`src/assert_macros.svh`:
```
// assertion macros used by the rtl decoder top level
// each macro takes a label, clock, active-low reset, and the checked expressions
`ifndef ASSERT_MACROS_SVH
`define ASSERT_MACROS_SVH

`ifndef NO_ASSERTIONS

// condition holds at every clock edge outside reset
`define ASSERT_ALWAYS(lbl, clk, rst_n, cond, msg) \
    lbl: assert property (@(posedge clk) disable iff (!rst_n) (cond)) \
        else $error(msg);

// antecedent in this cycle implies consequent in the same cycle
`define ASSERT_SAME(lbl, clk, rst_n, ante, cons, msg) \
    lbl: assert property (@(posedge clk) disable iff (!rst_n) (ante) |-> (cons)) \
        else $error(msg);

// antecedent in this cycle implies consequent in the next cycle
`define ASSERT_NEXT(lbl, clk, rst_n, ante, cons, msg) \
    lbl: assert property (@(posedge clk) disable iff (!rst_n) (ante) |=> (cons)) \
        else $error(msg);

`else

`define ASSERT_ALWAYS(lbl, clk, rst_n, cond, msg)
`define ASSERT_SAME(lbl, clk, rst_n, ante, cons, msg)
`define ASSERT_NEXT(lbl, clk, rst_n, ante, cons, msg)

`endif

`endif

```
`src/mrpd_pkg.sv`:
```
// ----------------------------------------------------------------------------
// mrpd_pkg
// Types and constants of the Modbus response PDU decoder: item structs,
// function codes, result kinds and status outcome codes.
// ----------------------------------------------------------------------------
`timescale 1ns / 1ps

package mrpd_pkg;

    // input item: one pdu byte with its last-byte flag
    typedef struct packed {
        logic [7:0] pdu_byte;
        logic       final_byte;
    } t_in_item;

    // output item: one decoded result
    typedef struct packed {
        logic [2:0]  result_kind;
        logic [15:0] result_value;
        logic [7:0]  func_code;
        logic [2:0]  outcome;
        logic [3:0]  exception_kind;
        logic        run_end;
    } t_out_item;

    // decoder state carried from byte to byte
    typedef struct packed {
        logic [8:0]  byte_position;
        logic [7:0]  held_function;
        logic [7:0]  declared_count;
        logic [7:0]  pending_high;
        logic [15:0] echo_address;
        logic [7:0]  exception_byte;
    } t_dec_state;

    // most results one byte can cause
    localparam int unsigned MAX_RESULTS = 3;

    // position saturation point
    localparam logic [8:0] POS_MAX = 9'd511;

    // function codes
    localparam logic [7:0] FC_READ_COILS     = 8'h01;
    localparam logic [7:0] FC_READ_DISCRETE  = 8'h02;
    localparam logic [7:0] FC_READ_HOLDING   = 8'h03;
    localparam logic [7:0] FC_READ_INPUT_REG = 8'h04;
    localparam logic [7:0] FC_WRITE_COIL     = 8'h05;
    localparam logic [7:0] FC_WRITE_REG      = 8'h06;
    localparam logic [7:0] FC_WRITE_COILS    = 8'h0F;
    localparam logic [7:0] FC_WRITE_REGS     = 8'h10;
    localparam logic [7:0] FC_EXCEPTION_BIT  = 8'h80;

    // coil on value in a single coil echo
    localparam logic [7:0] COIL_ON = 8'hFF;

    // highest known exception code
    localparam logic [3:0] EXC_CODE_MAX = 4'd11;
    localparam logic [3:0] EXC_UNKNOWN  = 4'd0;

    // result kinds
    localparam logic [2:0] KIND_COILS     = 3'd0;
    localparam logic [2:0] KIND_REG_WORD  = 3'd1;
    localparam logic [2:0] KIND_ECHO_ADDR = 3'd2;
    localparam logic [2:0] KIND_ECHO_VAL  = 3'd3;
    localparam logic [2:0] KIND_STATUS    = 3'd4;

    // status outcomes
    localparam logic [2:0] OUT_OK         = 3'd0;
    localparam logic [2:0] OUT_SHORT      = 3'd1;
    localparam logic [2:0] OUT_NO_DATA    = 3'd2;
    localparam logic [2:0] OUT_ODD_COUNT  = 3'd3;
    localparam logic [2:0] OUT_MISMATCH   = 3'd4;
    localparam logic [2:0] OUT_ECHO_SIZE  = 3'd5;
    localparam logic [2:0] OUT_UNKNOWN_FC = 3'd6;
    localparam logic [2:0] OUT_EXCEPTION  = 3'd7;

endpackage

```
`src/modbus_response_pdu_decoder.sv`:
```
// ----------------------------------------------------------------------------
// modbus_response_pdu_decoder
// Decodes a Modbus response PDU given one byte per item into coil bitmaps,
// register words, echo address/value pairs and a closing status item.
// ----------------------------------------------------------------------------
// One pdu byte is taken per cycle while the output is not stalled. Each byte is
// decoded in a single pass into a result buffer of three items, which drains one
// item per cycle while i_out_ready is high; a byte that leaves at most one result
// keeps the full one-item-per-cycle rate, the last byte of a coil or register pdu
// that carries data leaves two results and holds the input until the first has
// left, and the last byte of a valid write echo leaves three results and so holds
// the input until two have left. Results appear in the cycle after their byte is
// taken. A consumer must drop the data items of a pdu whose status outcome is not ok.
`timescale 1ns / 1ps
`include "assert_macros.svh"

module modbus_response_pdu_decoder (
    input  logic                  i_clk,
    input  logic                  i_rst_n,
    input  logic                  i_in_valid,
    output logic                  o_in_ready,
    input  mrpd_pkg::t_in_item    i_in_item,
    output logic                  o_out_valid,
    input  logic                  i_out_ready,
    output mrpd_pkg::t_out_item   o_out_item
);

    mrpd_pkg::t_dec_state            r_state;
    mrpd_pkg::t_dec_state            n_state;
    mrpd_pkg::t_out_item [2:0]       r_items;
    mrpd_pkg::t_out_item [2:0]       n_items;
    logic [1:0]                      r_cnt;
    logic [1:0]                      n_cnt;
    logic                            in_acc;
    logic                            out_acc;

    // byte decoder
    mrpd_decode u_decode (
        .i_state (r_state),
        .i_item  (i_in_item),
        .o_state (n_state),
        .o_items (n_items),
        .o_count (n_cnt)
    );

    // handshakes: take a byte when the buffer is empty or empties this cycle
    assign o_out_valid = (r_cnt != 2'd0);
    assign o_out_item  = r_items[0];
    assign out_acc     = o_out_valid && i_out_ready;
    assign o_in_ready  = (r_cnt == 2'd0) || (r_cnt == 2'd1 && i_out_ready);
    assign in_acc      = i_in_valid && o_in_ready;

    // decoder state and result count
    always_ff @(posedge i_clk) begin
        if (!i_rst_n) begin
            r_state <= '0;
            r_cnt   <= 2'd0;
        end else if (in_acc) begin
            r_state <= n_state;
            r_cnt   <= n_cnt;
        end else if (out_acc) begin
            r_cnt <= r_cnt - 2'd1;
        end
    end

    // result buffer, shifts toward slot 0 as items leave
    always_ff @(posedge i_clk) begin
        if (in_acc) begin
            r_items <= n_items;
        end else if (out_acc) begin
            r_items[0] <= r_items[1];
            r_items[1] <= r_items[2];
        end
    end

    // assertions
    `ASSERT_SAME(a_run_end_last, i_clk, i_rst_n, o_out_valid && o_out_item.run_end,
                 r_cnt == 2'd1, "run_end on an item that is not last in its group")
    `ASSERT_SAME(a_status_ends, i_clk, i_rst_n,
                 o_out_valid && o_out_item.result_kind == mrpd_pkg::KIND_STATUS,
                 o_out_item.run_end, "status item without run_end")
    `ASSERT_NEXT(a_final_status, i_clk, i_rst_n, in_acc && i_in_item.final_byte,
                 r_cnt != 2'd0, "last pdu byte produced no status item")
    `ASSERT_NEXT(a_final_rewind, i_clk, i_rst_n, in_acc && i_in_item.final_byte,
                 r_state.byte_position == 9'd0, "position not rewound after last byte")

endmodule

```
`src/mrpd_decode.sv`:
```
// ----------------------------------------------------------------------------
// mrpd_decode
// Single-pass byte decoder: from the current state and one pdu byte it forms
// the next state and up to three result items, in delivery order.
// ----------------------------------------------------------------------------
`timescale 1ns / 1ps

module mrpd_decode (
    input  mrpd_pkg::t_dec_state                 i_state,
    input  mrpd_pkg::t_in_item                   i_item,
    output mrpd_pkg::t_dec_state                 o_state,
    output mrpd_pkg::t_out_item [2:0]            o_items,
    output logic [1:0]                           o_count
);

    logic [8:0]  idx;
    logic [7:0]  b;
    logic [7:0]  fc;
    logic        live;
    logic        is_coil;
    logic        is_reg;
    logic        is_echo;
    logic [8:0]  size;
    logic [8:0]  size_less2;
    logic        has_data;
    logic        has_echo;
    logic [2:0]  outcome;
    logic [3:0]  exc_kind;
    logic [3:0]  nib;
    logic [15:0] echo_value;
    mrpd_pkg::t_dec_state nxt;
    mrpd_pkg::t_out_item  data_item;
    mrpd_pkg::t_out_item  addr_item;
    mrpd_pkg::t_out_item  val_item;
    mrpd_pkg::t_out_item  status_item;
    mrpd_pkg::t_out_item  blank_item;

    assign idx  = i_state.byte_position;
    assign b    = i_item.pdu_byte;
    assign live = (idx != mrpd_pkg::POS_MAX);

    // function code of this pdu, taken from the first byte
    assign fc   = (live && idx == 9'd0) ? b : i_state.held_function;

    // state update for this byte
    always_comb begin
        nxt = i_state;
        nxt.held_function = fc;
        if (live && idx == 9'd1) begin
            nxt.declared_count = b;
            nxt.exception_byte = b;
            nxt.echo_address   = {b, 8'h00};
        end
        if (live && idx == 9'd2) begin
            nxt.echo_address = {i_state.echo_address[15:8], b};
        end
        if (live && idx >= 9'd2 && is_reg && !idx[0]) begin
            nxt.pending_high = b;
        end
        if (live && idx == 9'd3 && is_echo) begin
            nxt.pending_high = b;
        end
        nxt.byte_position = i_item.final_byte ? 9'd0 : size;
    end

    // function code classes, on the code held for this pdu
    always_comb begin
        is_coil = fc inside {mrpd_pkg::FC_READ_COILS,
                             mrpd_pkg::FC_READ_DISCRETE};
        is_reg  = fc inside {mrpd_pkg::FC_READ_HOLDING,
                             mrpd_pkg::FC_READ_INPUT_REG};
        is_echo = fc inside {mrpd_pkg::FC_WRITE_COIL,
                             mrpd_pkg::FC_WRITE_REG,
                             mrpd_pkg::FC_WRITE_COILS,
                             mrpd_pkg::FC_WRITE_REGS};
    end

    assign size       = live ? idx + 9'd1 : mrpd_pkg::POS_MAX;
    assign size_less2 = size - 9'd2;
    assign nib        = nxt.exception_byte[3:0];

    // data result on this byte
    assign has_data = live && idx >= 9'd2 && (is_coil || (is_reg && idx[0]));

    // status outcome
    always_comb begin
        exc_kind = mrpd_pkg::EXC_UNKNOWN;
        if (size < 9'd2) begin
            outcome = mrpd_pkg::OUT_SHORT;
        end else if (nxt.held_function > mrpd_pkg::FC_EXCEPTION_BIT) begin
            outcome = mrpd_pkg::OUT_EXCEPTION;
            if (nib != 4'd0 && nib <= mrpd_pkg::EXC_CODE_MAX) begin
                exc_kind = nib;
            end
        end else if (is_coil) begin
            if (size < 9'd3) begin
                outcome = mrpd_pkg::OUT_NO_DATA;
            end else if ({1'b0, nxt.declared_count} != size_less2) begin
                outcome = mrpd_pkg::OUT_MISMATCH;
            end else begin
                outcome = mrpd_pkg::OUT_OK;
            end
        end else if (is_reg) begin
            if (size < 9'd3) begin
                outcome = mrpd_pkg::OUT_NO_DATA;
            end else if (nxt.declared_count[0]) begin
                outcome = mrpd_pkg::OUT_ODD_COUNT;
            end else if ({1'b0, nxt.declared_count} != size_less2) begin
                outcome = mrpd_pkg::OUT_MISMATCH;
            end else begin
                outcome = mrpd_pkg::OUT_OK;
            end
        end else if (is_echo) begin
            outcome = (size == 9'd5) ? mrpd_pkg::OUT_OK : mrpd_pkg::OUT_ECHO_SIZE;
        end else begin
            outcome = mrpd_pkg::OUT_UNKNOWN_FC;
        end
    end

    assign has_echo = i_item.final_byte && is_echo && size == 9'd5
                      && nxt.held_function <= mrpd_pkg::FC_EXCEPTION_BIT;

    // echoed value, single coil collapses to on/off
    assign echo_value = (nxt.held_function == mrpd_pkg::FC_WRITE_COIL)
                        ? {15'd0, nxt.pending_high == mrpd_pkg::COIL_ON}
                        : {nxt.pending_high, b};

    // result items
    always_comb begin
        blank_item                = '0;
        blank_item.func_code      = nxt.held_function;

        data_item                 = blank_item;
        data_item.result_kind     = is_coil ? mrpd_pkg::KIND_COILS : mrpd_pkg::KIND_REG_WORD;
        data_item.result_value    = is_coil ? {8'h00, b} : {i_state.pending_high, b};

        addr_item                 = blank_item;
        addr_item.result_kind     = mrpd_pkg::KIND_ECHO_ADDR;
        addr_item.result_value    = nxt.echo_address;

        val_item                  = blank_item;
        val_item.result_kind      = mrpd_pkg::KIND_ECHO_VAL;
        val_item.result_value     = echo_value;

        status_item               = blank_item;
        status_item.result_kind   = mrpd_pkg::KIND_STATUS;
        status_item.outcome       = outcome;
        status_item.exception_kind = exc_kind;
        status_item.run_end       = 1'b1;
    end

    // pack results in delivery order and mark the last one
    always_comb begin
        o_items = '0;
        if (has_echo) begin
            o_items[0] = addr_item;
            o_items[1] = val_item;
            o_items[2] = status_item;
            o_count    = 2'd3;
        end else if (has_data) begin
            o_items[0]         = data_item;
            o_items[0].run_end = !i_item.final_byte;
            o_items[1]         = status_item;
            o_count            = i_item.final_byte ? 2'd2 : 2'd1;
        end else begin
            o_items[0] = status_item;
            o_count    = i_item.final_byte ? 2'd1 : 2'd0;
        end
    end

    assign o_state = nxt;

endmodule
```
`config.mk`:
```
export PLATFORM = sky130hd
export DESIGN_NAME = modbus_response_pdu_decoder
export DESIGN_NICKNAME = d
export VERILOG_FILES = /design/src/mrpd_pkg.sv /design/src/modbus_response_pdu_decoder.sv /design/src/mrpd_decode.sv
export VERILOG_INCLUDE_DIRS = /design/src /design/src/src
export SDC_FILE = /design/constraint.sdc
export NUM_CORES = 1
export LEC_CHECK = 0
export BUFFER_PORTS_ARGS = -buffer_cell sky130_fd_sc_hd__buf_2
export CAP_MARGIN = 0
export CORE_MARGIN = 10
export CORE_UTILIZATION = 60
export CTS_CLUSTER_SIZE = 20
export DETAILED_ROUTE_END_ITERATION = 7
export PLACE_DENSITY = 0.82
export SLEW_MARGIN = 20
export SYNTH_ARGS = -nofsm -noshare
export SYNTH_HDL_FRONTEND = slang
export SYNTH_SLANG_ARGS = --single-unit
```
`constraint.sdc`:
```
create_clock -name i_clk -period 4.1 [get_ports i_clk]
set_input_delay 0.41 -clock i_clk [delete_from_list [all_inputs] [get_ports i_clk]]
set_output_delay 0.41 -clock i_clk [all_outputs]
set_load 0.03 [all_outputs]
```
* Word level (Yosys, flattened, before mapping)
Index checks and enable logic that the tools add are counted.
** Storage, ports and cells
- Bits in registers :: 164
- Input bits :: 13
- Output and inout bits :: 37
- Logic and storage cells :: 117
** Cells by class
- $add $sub $neg :: 3
- $lt $le $gt $ge :: 6
- Equal/unequal tests :: 16
- Multiplexer cells :: 36
- Reduce and logical (&&, ||, !) cells :: 30
** Operators by type and width (count)
- 2-to-1 mux 70 bit :: 3
- 2-to-1 mux 35 bit :: 3
- 2-to-1 mux 16 bit :: 3
- 2-to-1 mux 8 bit :: 4
- 2-to-1 mux 3 bit :: 10
- equality test 8 x 3 -> 1 bit, second input constant :: 3
- 2-to-1 mux 24 bit :: 1
- equality test 9 x 2 -> 1 bit, second input constant :: 2
- < comparator 9 x 2 -> 1 bit, second input constant :: 2
- 2-to-1 mux 9 bit :: 2
- logical AND 1 bit :: 17
- equality test 8 x 2 -> 1 bit, second input constant :: 2
- 2-to-1 mux 4 bit :: 3
- 2-to-1 mux 2 bit :: 5
- adder 9 x 1 -> 9 bit, second input constant :: 1
- equality test 9 x 1 -> 1 bit, second input constant :: 1
- equality test 9 x 3 -> 1 bit, second input constant :: 1
- greater-or-equal comparator 9 x 2 -> 1 bit, second input constant :: 1
- zero test 9 bit :: 1
- inequality test 8 x 9 -> 1 bit :: 1
- inequality test 9 bit, second input constant :: 1
- subtractor 9 x 2 -> 9 bit, second input constant :: 1
- equality test 8 x 1 -> 1 bit, second input constant :: 1
- equality test 8 x 4 -> 1 bit, second input constant :: 1
- 14 further kinds :: 21

* Logic depth before layout (Yosys ltp)
Gate-level depths: netlist (run 1).
- Word-level depth :: 14
- Depth in mapped cells :: 17
- Mapped depth without buffers :: 13

* Cells and area by module
A second synthesis (run 1) with hierarchy kept.
** Unflattened totals
- Cells, all modules :: 929
- Area total of the unflattened synthesis :: 9396.5 um2
** By module, submodules not included
- modbus_response_pdu_decoder :: instances 1, cells an instance 497, area each 6642.6 um2, sequential area each 4334.2 um2
- mrpd_decode :: instances 1, cells an instance 432, area each 2753.9 um2, sequential area each 0.0 um2

* Least setup slack after synthesis (run 1)
No wires, ideal clock.
- Path kind :: reg2reg
- From :: register r_state[48] in the netlist's numbering
- To :: register r_items, in the netlist o_out_item[7] (data pin)
- Library setup time :: 0.260 ns
- Arrival :: 3.194 ns
- Required time :: 3.840 ns
- Setup slack :: 0.646 ns
- Cell stages (with the launch flop) :: 18
- Path buffers :: 4
- Period minus slack after synthesis :: 3.454 ns
- Cells stage by stage :: dfxtp_1 ha_1 buf_2 and4_1 buf_2 nand2_1 clkbuf_1 and2_1 ha_1 buf_1 nor3b_1 mux2_2 mux2_2 a311oi_1 xnor2_1 nand4_1 o2111ai_1 nand2_1
** Between the ends
- Longest elaborated chain between the ends :: 14
- Elaborated cells on any way between the ends :: 48
- Classes of those cells :: add/sub: 2; order compare: 5; eq/ne: 12; mux: 16; reduce/logical: 13
** Ends and longest elaborated chain
- start: declaration :: RTL line modbus_response_pdu_decoder.sv:28 : mrpd_pkg::t_dec_state r_state;
- start signal: assignment :: RTL line modbus_response_pdu_decoder.sv:59 : r_state <= n_state;
- adder 9 x 1 -> 9 bit, or another cell as far along :: RTL line mrpd_decode.sv:78 : assign size = live ? idx + 9'd1 : mrpd_pkg::POS_MAX;
- 2-to-1 mux 9 bit or logical AND 1 bit (tied branches) :: RTL line mrpd_decode.sv:78, mrpd_decode.sv:49
- subtractor 9 x 2 -> 9 bit or 2-to-1 mux 8 bit (tied branches) :: RTL line mrpd_decode.sv:79, mrpd_decode.sv:49
- inequality test 8 x 9 -> 1 bit :: RTL line mrpd_decode.sv:98, mrpd_decode.sv:108
- 2-to-1 mux 3 bit :: RTL line mrpd_decode.sv:98, mrpd_decode.sv:108
- 2-to-1 mux 3 bit :: RTL line mrpd_decode.sv:106 : end else if (nxt.declared_count[0]) begin
- 2-to-1 mux 3 bit :: RTL line mrpd_decode.sv:104 : if (size < 9'd3) begin
- 2-to-1 mux 3 bit :: RTL line mrpd_decode.sv:103 : end else if (is_reg) begin
- 2-to-1 mux 3 bit :: RTL line mrpd_decode.sv:95 : end else if (is_coil) begin
- 2-to-1 mux 3 bit :: RTL line mrpd_decode.sv:90 : end else if (nxt.held_function > mrpd_pkg::FC_EXCEPTION_BIT) begin
- 2-to-1 mux 3 bit :: RTL line mrpd_decode.sv:88 : if (size < 9'd2) begin
- 2-to-1 mux 35 bit :: RTL line mrpd_decode.sv:160 : end else if (has_data) begin
- 2-to-1 mux 70 bit (*) :: RTL line mrpd_decode.sv:155 : if (has_echo) begin
- 2-to-1 mux 70 bit (*) :: RTL line modbus_response_pdu_decoder.sv:68 : if (in_acc) begin
- end signal: assignment :: RTL line modbus_response_pdu_decoder.sv:69 : r_items <= n_items;
- end: declaration :: RTL line modbus_response_pdu_decoder.sv:30 : mrpd_pkg::t_out_item [2:0] r_items;
Every way passes the cells marked *; elsewhere a longest branch is shown, timed or not.
A chain may end at the register's enable or synchronous reset.

* Worst setup path in the final report (run 1)
- From :: register r_state[50] in the netlist's numbering
- To :: register r_items[66] in the netlist's numbering (data pin)
** Between the ends
- Longest elaborated chain between the ends :: 12
- Elaborated cells on any way between the ends :: 31
- Classes of those cells :: add/sub: 1; order compare: 2; eq/ne: 9; mux: 7; reduce/logical: 12
** Ends and longest elaborated chain
- inequality test 9 bit or zero test 9 bit (tied branches) :: RTL line mrpd_decode.sv:40, mrpd_decode.sv:43
- logical AND 1 bit :: RTL line mrpd_decode.sv:43 : assign fc = (live && idx == 9'd0) ? b : i_state.held_function;
- 2-to-1 mux 8 bit :: RTL line mrpd_decode.sv:43
- equality test 8 x 2 -> 1 bit or equality test 8 x 3 -> 1 bit (tied branches) :: RTL line mrpd_decode.sv:70 : is_reg = fc inside {mrpd_pkg::FC_READ_HOLDING,
- nonzero test 2 bit :: RTL line mrpd_decode.sv:70
- logical AND 1 bit (2 in a row) :: RTL line mrpd_decode.sv:57 : if (live && idx >= 9'd2 && is_reg && !idx[0]) begin
- 2-to-1 mux 8 bit :: RTL line mrpd_decode.sv:57
- 2-to-1 mux 8 bit :: RTL line mrpd_decode.sv:60 : if (live && idx == 9'd3 && is_echo) begin
- 2-to-1 mux 16 bit :: RTL line mrpd_decode.sv:125 : ? {15'd0, nxt.pending_high == mrpd_pkg::COIL_ON}
- 2-to-1 mux 70 bit (*) :: RTL line mrpd_decode.sv:155
- 2-to-1 mux 70 bit (*) :: RTL line modbus_response_pdu_decoder.sv:68
Marks and branches as above.

==> results.yml, run 1 <==
logic_synthesis:
  synthesis.area_mm2: 0.00747
  synthDistinctLibCells: 68
  synthDominantCellAreaShare: 0.338
  yosys_warnings: 0
  synth_fa_ha_area_frac: 0.0151
  ys.flop_type: "edfxtp_1"
  synthSimpleGateAreaFrac: 0.174
  synth_top_family_by_area: "simple AND/OR/NAND/NOR gates"
  synth_compound_area_frac: 0.173
  synth_xor_area_frac: 0.0176
  ys_async_sr_fraction: 0
  synth.largest_area_cell: "edfxtp_1"
  ys_seq_elements: 139
  synth_area_per_cell_um2: 9.77
  yosys-top-cells-area: "edfxtp_1 34%, dfxtp_1 15%, nand2_1 5.4%"
  synth-edff-count: 84
  yosysSeqAreaShare: 0.485
  synthMuxAreaShare: 0.0583
  syn_inst: 765
die:
  fp.dieW_um: 132
  initial_core_util: 0.617
  core_area_mm2: 0.0121
  die_y_um: 132
  core.rowCount: 40
  die_area_mm2: 0.0173
  io_pins: 50
global_routing:
  antenna_found_initial: 0
  grt_pass1_wl_mm: 29.8
  grt_max_degree: 85
  grt.overflow.total: 0
  grt_pass1_vias: 5686
  track_usage: 0.213
pwr:
  leakage_nw: 3.09
  ir_worst_vdd_mv: 0.444
  power.total_mw: 4.21
  power_density_mw_per_mm2: 519
critical_path:
  cp.arrival_ps: 3870
  critPathLaunchType: "register"
  r2r_start: "r_state[50]"
  crit_fanout: 25
  critical_path_class: "register to register"
  cp-end-kind: "register"
  cp-startpoint: "r_state[50]"
  required_ps: 4260
routing:
  wl_per_cell_um: 19.6
  drtIter0Drc: 511
  vias: 5772
  wl_mm: 18.4
  drt.antenna.violating_nets: 0
  first_pass_iters: 5
  drc: 0
  routed_via_density: 6.14
timing:
  finalSetupViolCount: 0
  fin_crit_sh: 0.904
  final-hold-violation-count: 0
  maxSlewViolCount: 0
  period_needed_ps: 3710
  tightest_slew_ps: 924
  tns_ps: 0
  skew_ps: 7.21
  slew_headroom: 0.379
  fmax_mhz: 270
  rsz0062_at_grt: "no"
placement:
  place_congestion: 0.954
  portBuffers: 49
  dpl.hpwl_mm: 12.4
clock_tree:
  clock_path_buffers: 2
  clock_tree.root_cell: "clkbuf_16"
  htree_levels: 4
  cts_resized: 0
  clk_pin_slew_ps: 60
  clkLatencyLatePin_ps: 430
  clock-sinks: 139
  cts_tree: "done"
  cts_hold_buf: 0
  postCtsSetupBuffers: 0
  numCtsBuffers: 17
cells_and_area:
  syn_to_final_growth_pct: 8.51
  layout_common_cells: "107 x nand2_1, 84 x edfxtp_1, 55 x dfxtp_1"
  mostFrequentLayoutCell: "nand2_1"
  n_antenna_cell: 0
  fillCellCount: 989
  nets: 781
  layout-drive-gt1-share: 0.145
flow_run:
  cap_violations: 0
min_path:
  hold_path.startpoint: "i_in_item[4]"
  min_path_type: "input port to register"
status:
  status: "completed"
==> area by class of cell <==
type	instances	area, um2	share of cell area
Multi-Input combinational cell	526	3310	0.408
Clock buffer	20	437	0.0539
Timing Repair Buffer	60	328	0.0404
Inverter	15	56.3	0.00694
Tap cell	168	210	0.0259
Clock inverter	12	146	0.0181
Sequential cell	139	3620	0.447
==> stage by stage <==
| stage | hold WS, ps | cell area (um2) | std cells | worst slack [ps] | utilization |
|---|---|---|---|---|---|
| detailed placement | 464 | 7520 | 908 | 470 | 0.621 |
| floorplan | 443 | 7500 | 773 | 646 | - |
| global route | 426 | 8110 | 940 | 198 | 0.669 |
| finish | 421 | 8110 | 940 | 393 | 0.669 |
| global placement | 455 | 7520 | 908 | 581 | 0.621 |
| CTS | 404 | 8110 | 940 | 470 | 0.669 |
==> registers in the layout, indices dropped and copies added, names as in the netlist <==
signal	cells
o_out_item	35
r_cnt	2
r_items	49
r_state	53
==> path summary, 6_finish.rpt <==
kind            endpoint  slack, ps  cells past startpoint
min reg2reg  r_state[35]        470                      2
max          r_items[66]        390                      8
max reg2reg  r_items[66]        390                      8
min          r_state[35]        420                      3
==> critical path, cell delays in order (launching register included) <==
cell and delay [ps]:
dfxtp_1 310, nor3_1 760, nand3_4 420, or3_4 510
o22a_1 230, o32ai_2 520, buf_4 350, mux2i_1 280
nor2_1 60
==> report_power, final <==
| group | leakage (nW) | switching, mW | internal [mW] |
|---|---|---|---|
| Clock | 0.284 | 0.588 | 0.952 |
| Combinational | 1.52 | 0.614 | 0.248 |
| Sequential | 1.29 | 0.0762 | 1.73 |
==> Yosys cell counts, types with 6 or more instances <==
library cell,n
clkbuf_1,38
inv_1,15
nor3_1,12
buf_2,6
edfxtp_1,84
a21boi_0,27
nand4_1,10
buf_1,10
nor2b_1,14
a21boi_1,8
xnor2_1,10
ha_1,9
o21ai_0,36
a21oi_1,31
mux2i_1,39
dfxtp_1,55
and2_1,16
a21o_1,9
nand2_1,108
nand3_1,23
a22oi_1,20
buf_4,35
a22o_1,9
nor2_1,51
==> kinds of logic (layout without fill, tap and decap cells) <==
logic type / Yosys count / in the layout
AOI/OAI and AO/OA: 185 / 185
xor gates and xnor gates: 15 / 15
adders and majority gates: 9 / 9
buffers and inverters: 108 / 107
DFF: 139 / 139
muxes: 43 / 43
other: 1 / 9
and+or+nand+nor: 265 / 265
==> layer usage <==
metal | vias up | share of wire | GRT usage
met5 | - | 0 | 0
met4 | 0 | 0.022 | 0.0896
met3 | 35 | 0.064 | 0.0469
met2 | 223 | 0.49 | 0.351
met1 | 2810 | 0.42 | 0.263
li1 | 2704 | - | -
Note: power is estimated with default switching activity, not from simulation.
==> run 2: changes to the inputs <==
Settings changed: BUFFER_PORTS_ARGS -buffer_cell sky130_fd_sc_hd__buf_2 to default, DONT_BUFFER_PORTS from default to 1, PLACE_DENSITY 0.82 to 0.79.
==> results.yml, run 2 (synthesis gave the netlist of run 1 again) <==
critical_path:
  slowest_delay_ps: 610
  required_ps: 4270
  cp.arrival_ps: 3830
  critical_path_class: "register to register"
  crit_fanout: 14
  cp_cell_sequence: "inv_1 > ha_1 > a21oi_1 > ha_1 > nor3b_1 > mux2_2 > mux2_2 > a311oi_1 > xnor2_1 > nand4_1 > o2111ai_1 > nand2_1"
  critPathLaunchType: "register"
  crit_path_top_delay_cell: "dfxtp_1"
  cp-end-kind: "register"
die:
  die_y_um: 132
  io_pins: 50
  die_area_mm2: 0.0173
  fp.dieW_um: 132
  initial_core_util: 0.617
  core.rowCount: 40
  core_area_mm2: 0.0121
timing:
  rsz0062_at_grt: "no"
  tightest_slew_ps: 839
  tns_ps: 0
  slew_headroom: 0.436
  finalSetupViolCount: 0
  period_needed_ps: 3660
  final-hold-violation-count: 0
  skew_ps: 6.46
  fin_crit_sh: 0.893
  fin_ws_ps: 440
  fmax_mhz: 273
  maxSlewViolCount: 0
status:
  status: "completed"
cells_and_area:
  syn_to_final_growth_pct: 5.34
  layout_common_cells: "107 x nand2_1, 84 x edfxtp_1, 55 x dfxtp_1"
  n_antenna_cell: 0
  nets: 733
  largest_reg_flops: 53
  largest-register: "r_state"
  final_cells: 892
  layout-drive-gt1-share: 0.0912
  mostFrequentLayoutCell: "nand2_1"
pwr:
  power.total_mw: 4.06
  ir_worst_vdd_mv: 0.284
  leakage_nw: 2.90
  power_density_mw_per_mm2: 516
routing:
  wl_per_cell_um: 19.8
  routed_via_density: 6.17
  drc: 0
  vias: 5508
  wl_mm: 17.6
  drtIter0Drc: 538
  first_pass_iters: 5
  drt.antenna.violating_nets: 0
placement:
  place_congestion: 0.920
  dpl.hpwl_mm: 11.9
  place_ws_ps: 503
  placedCellCount: 860
  portBuffers: 0
clock_tree:
  clkLatencyLatePin_ps: 420
  numCtsBuffers: 17
  clock_path_buffers: 2
  clock-sinks: 139
  postCtsSetupBuffers: 0
  cts_tree: "done"
  cts_hold_buf: 0
  htree_levels: 4
  cts_resized: 0
  clock_tree.root_cell: "clkbuf_16"
  clk_pin_slew_ps: 60
global_routing:
  antenna_found_initial: 0
  grt_pass1_wl_mm: 28.8
  track_usage: 0.204
  grt_max_degree: 56
  grt_pass1_vias: 5459
  grt.overflow.total: 0
min_path:
  min_path_type: "input port to register"
flow_run:
  cap_violations: 0
## run 2: changes by cell type in the layout (fill, tap and decap cells not counted)
cell,delta
inv_4,+1
bufinv_16,-2
clkinv_4,+2
clkbuf_8,+3
buf_4,+1
clkinvlp_4,-1
clkbuf_16,+1
clkinv_1,-2
inv_6,-1
clkinv_2,-1
buf_2,-49
## run 2: layout make-up
class	count	area (um2)
clock inverters	8	81.3
well taps	168	210
repair buffers	12	90.1
inverters	15	56.3
fillers	955	4240
clock buffers	24	503
multi-input cells	526	3310
flip-flops and latches	139	3620
## run 2: final timing paths
kind / startpoint / endpoint / slack (ps) / cells after the start
worst max register to register: r_state[48] / o_out_item[7] / 440 / 12
worst max-delay path: r_state[48] / o_out_item[7] / 440 / 12
worst min-delay path: i_rst_n / r_state[56] / 110 / 2
worst min register to register: r_state[37] / r_state[37] / 460 / 2
## run 2: per-stage QoR
step / cell area [um2] / hold WS, ps / utilization
CTS: 7870 / 100 / 0.650
finish: 7870 / 110 / 0.650
detailed placement: 7290 / 458 / 0.602
floorplan: 7500 / 443 / -
global placement: 7290 / 450 / 0.602
global route: 7870 / 117 / 0.650
## run 2: power breakdown
group          switching [mW]  internal, mW  leakage [nW]  total (mW)
clock network           0.583         0.922         0.290        1.50
logic                   0.377         0.188          1.32       0.565
registers               0.254          1.74          1.29        2.00
## run 2: metal layers
layer  routed length [um]  GRT usage  part of all wire
met5                    0          0                 0
met4                  230     0.0698             0.013
met3                 1280     0.0492             0.073
met2                 8730      0.340              0.50
met1                 7390      0.254              0.42
## run 2: worst max-delay path: cells and delay by family, from the launching register on
kind                       cells  cell delay (ps)
xor gates and xnor gates       1              170
and+or+nand+nor                3              330
adders and majority gates      2              770
muxes                          2              520
buffers and inverters          1              200
DFF                            1              610
AOI/OAI and AO/OA              3              810
==> run 3: changes to the inputs <==
Settings changed: SYNTH_HIERARCHICAL from default to 1.
==> results.yml, run 3 <==
status:
  status: "completed"
timing:
  fin_ws_ps: 513
  slew_headroom: 0.358
  finalSetupViolCount: 0
  period_needed_ps: 3590
  maxSlewViolCount: 0
  skew_ps: 9.65
  final-hold-violation-count: 0
  tightest_slew_ps: 962
  fmax_mhz: 279
  tns_ps: 0
  fin_crit_sh: 0.875
  rsz0062_at_grt: "no"
critical_path:
  crit_fanout: 10
  cp-end-kind: "register"
  critPathMostFrequentCell: "inv_1"
  critPathLaunchType: "register"
  cp.arrival_ps: 3760
  cp_cell_sequence: "nor4_4 > and3_1 > mux2i_1 > inv_1 > a2111oi_4 > a21oi_1 > or2_1 > inv_1 > ha_1 > nand2b_1 > inv_1 > mux2_2"
  r2r_start: "r_state[54]"
  critical_path_class: "register to register"
  slowest_delay_ps: 490
  rr_worst_depth: 12
  r2r_setup_slack_ps: 510
  r2r_end: "o_out_item[0]"
  required_ps: 4280
  crit_path_top_delay_cell: "nor4_4"
global_routing:
  grt.overflow.total: 0
  antenna_found_initial: 0
  grt_pass1_wl_mm: 31.4
  track_usage: 0.193
  grt_pass1_vias: 5908
  grt_max_degree: 75
die:
  die_area_mm2: 0.0207
  core.rowCount: 45
  initial_core_util: 0.608
  fp.dieW_um: 144
  die_y_um: 144
  core_area_mm2: 0.0151
  io_pins: 50
placement:
  portBuffers: 0
  dpl.hpwl_mm: 12.2
  place_ws_ps: 349
  placed_area_mm2: 0.00867
  place_congestion: 0.910
pwr:
  power_density_mw_per_mm2: 492
  ir_worst_vdd_mv: 0.388
  leakage_nw: 3.38
routing:
  wl_per_cell_um: 19.6
  vias: 6235
  drtIter0Drc: 611
  wl_mm: 19.8
  drc: 0
  first_pass_iters: 5
  drt.antenna.violating_nets: 0
  routed_via_density: 6.15
cells_and_area:
  syn_to_final_growth_pct: 0.326
  final_area_mm2: 0.00925
  largest-register: "r_items"
  mostFrequentLayoutCell: "edfxtp_1"
  fin_util: 0.610
  n_antenna_cell: 0
  largest_reg_flops: 70
  nets: 835
  layout_common_cells: "105 x edfxtp_1, 83 x mux2_2, 72 x o21ai_0"
  layout-drive-gt1-share: 0.183
clock_tree:
  numCtsBuffers: 17
  htree_levels: 4
  clock_tree.root_cell: "clkbuf_16"
  clk_pin_slew_ps: 60
  postCtsSetupBuffers: 0
  clock-sinks: 160
  cts_resized: 0
  cts_tree: "done"
  clkLatencyLatePin_ps: 430
  cts_hold_buf: 0
  clock_path_buffers: 2
flow_run:
  cap_violations: 0
min_path:
  whs_path_depth: 2
  hold_end: "r_cnt[1]"
  min_path_type: "input port to register"
  hold_path.startpoint: "i_rst_n"
logic_synthesis:
  synth_area_per_cell_um2: 10.2
  synthesis.area_mm2: 0.00922
  yosys_warnings: 6
  syn_inst: 902
## run 3: worst max-delay path by stage
stage / from / end / depth (start not counted)
after floorplan: r_state[48] / o_out_item[7] / 13
after global placement: r_state[48] / o_out_item[7] / 12
after detailed placement: r_state[48] / o_out_item[7] / 12
after CTS: r_state[48] / o_out_item[7] / 12
after global routing: r_state[54] / o_out_item[0] / 12
final: r_state[54] / o_out_item[0] / 12
## run 3: routing by layer
layer	wire length (um)	GRT usage	up-vias
li1	-	-	2940
met1	8600	0.249	3019
met2	9050	0.292	242
met3	1760	0.0597	34
met4	428	0.0817	0
met5	0	0	-
## run 3: critical path, delay by kind of cell, from the launching register on
kind | cells | cell delay (ps)
multiplexers | 2 | 600
AND/OR/NAND/NOR | 4 | 1440
buffers and inverters | 3 | 330
flip-flops | 1 | 410
adder cells (fa/ha/maj) | 1 | 130
AO/OA/AOI/OAI | 2 | 420
## run 3: through the flow
step	std cells	power, mW	hold slack, ps
4_1_cts	1014	4.57	129
5_1_grt	1014	4.73	149
3_5_place_dp	982	3.03	466
3_3_place_gp	982	3.01	457
6_report	1014	4.55	140
2_1_floorplan	935	3.04	450
## run 3: area by class of cell
cell class / count / area [um2]
Sequential cell: 160 / 4250
Inverter: 23 / 88.8
Clock inverter: 5 / 78.8
Fill cell: 1216 / 5900
Timing Repair Buffer: 13 / 97.6
Multi-Input combinational cell: 598 / 4000
Tap cell: 188 / 235
Clock buffer: 27 / 493
## run 3: report_power, final
group / switching [mW] / internal (mW) / total, mW
Sequential: 0.255 / 2.02 / 2.28
Clock: 0.603 / 0.945 / 1.55
Combinational: 0.458 / 0.270 / 0.728
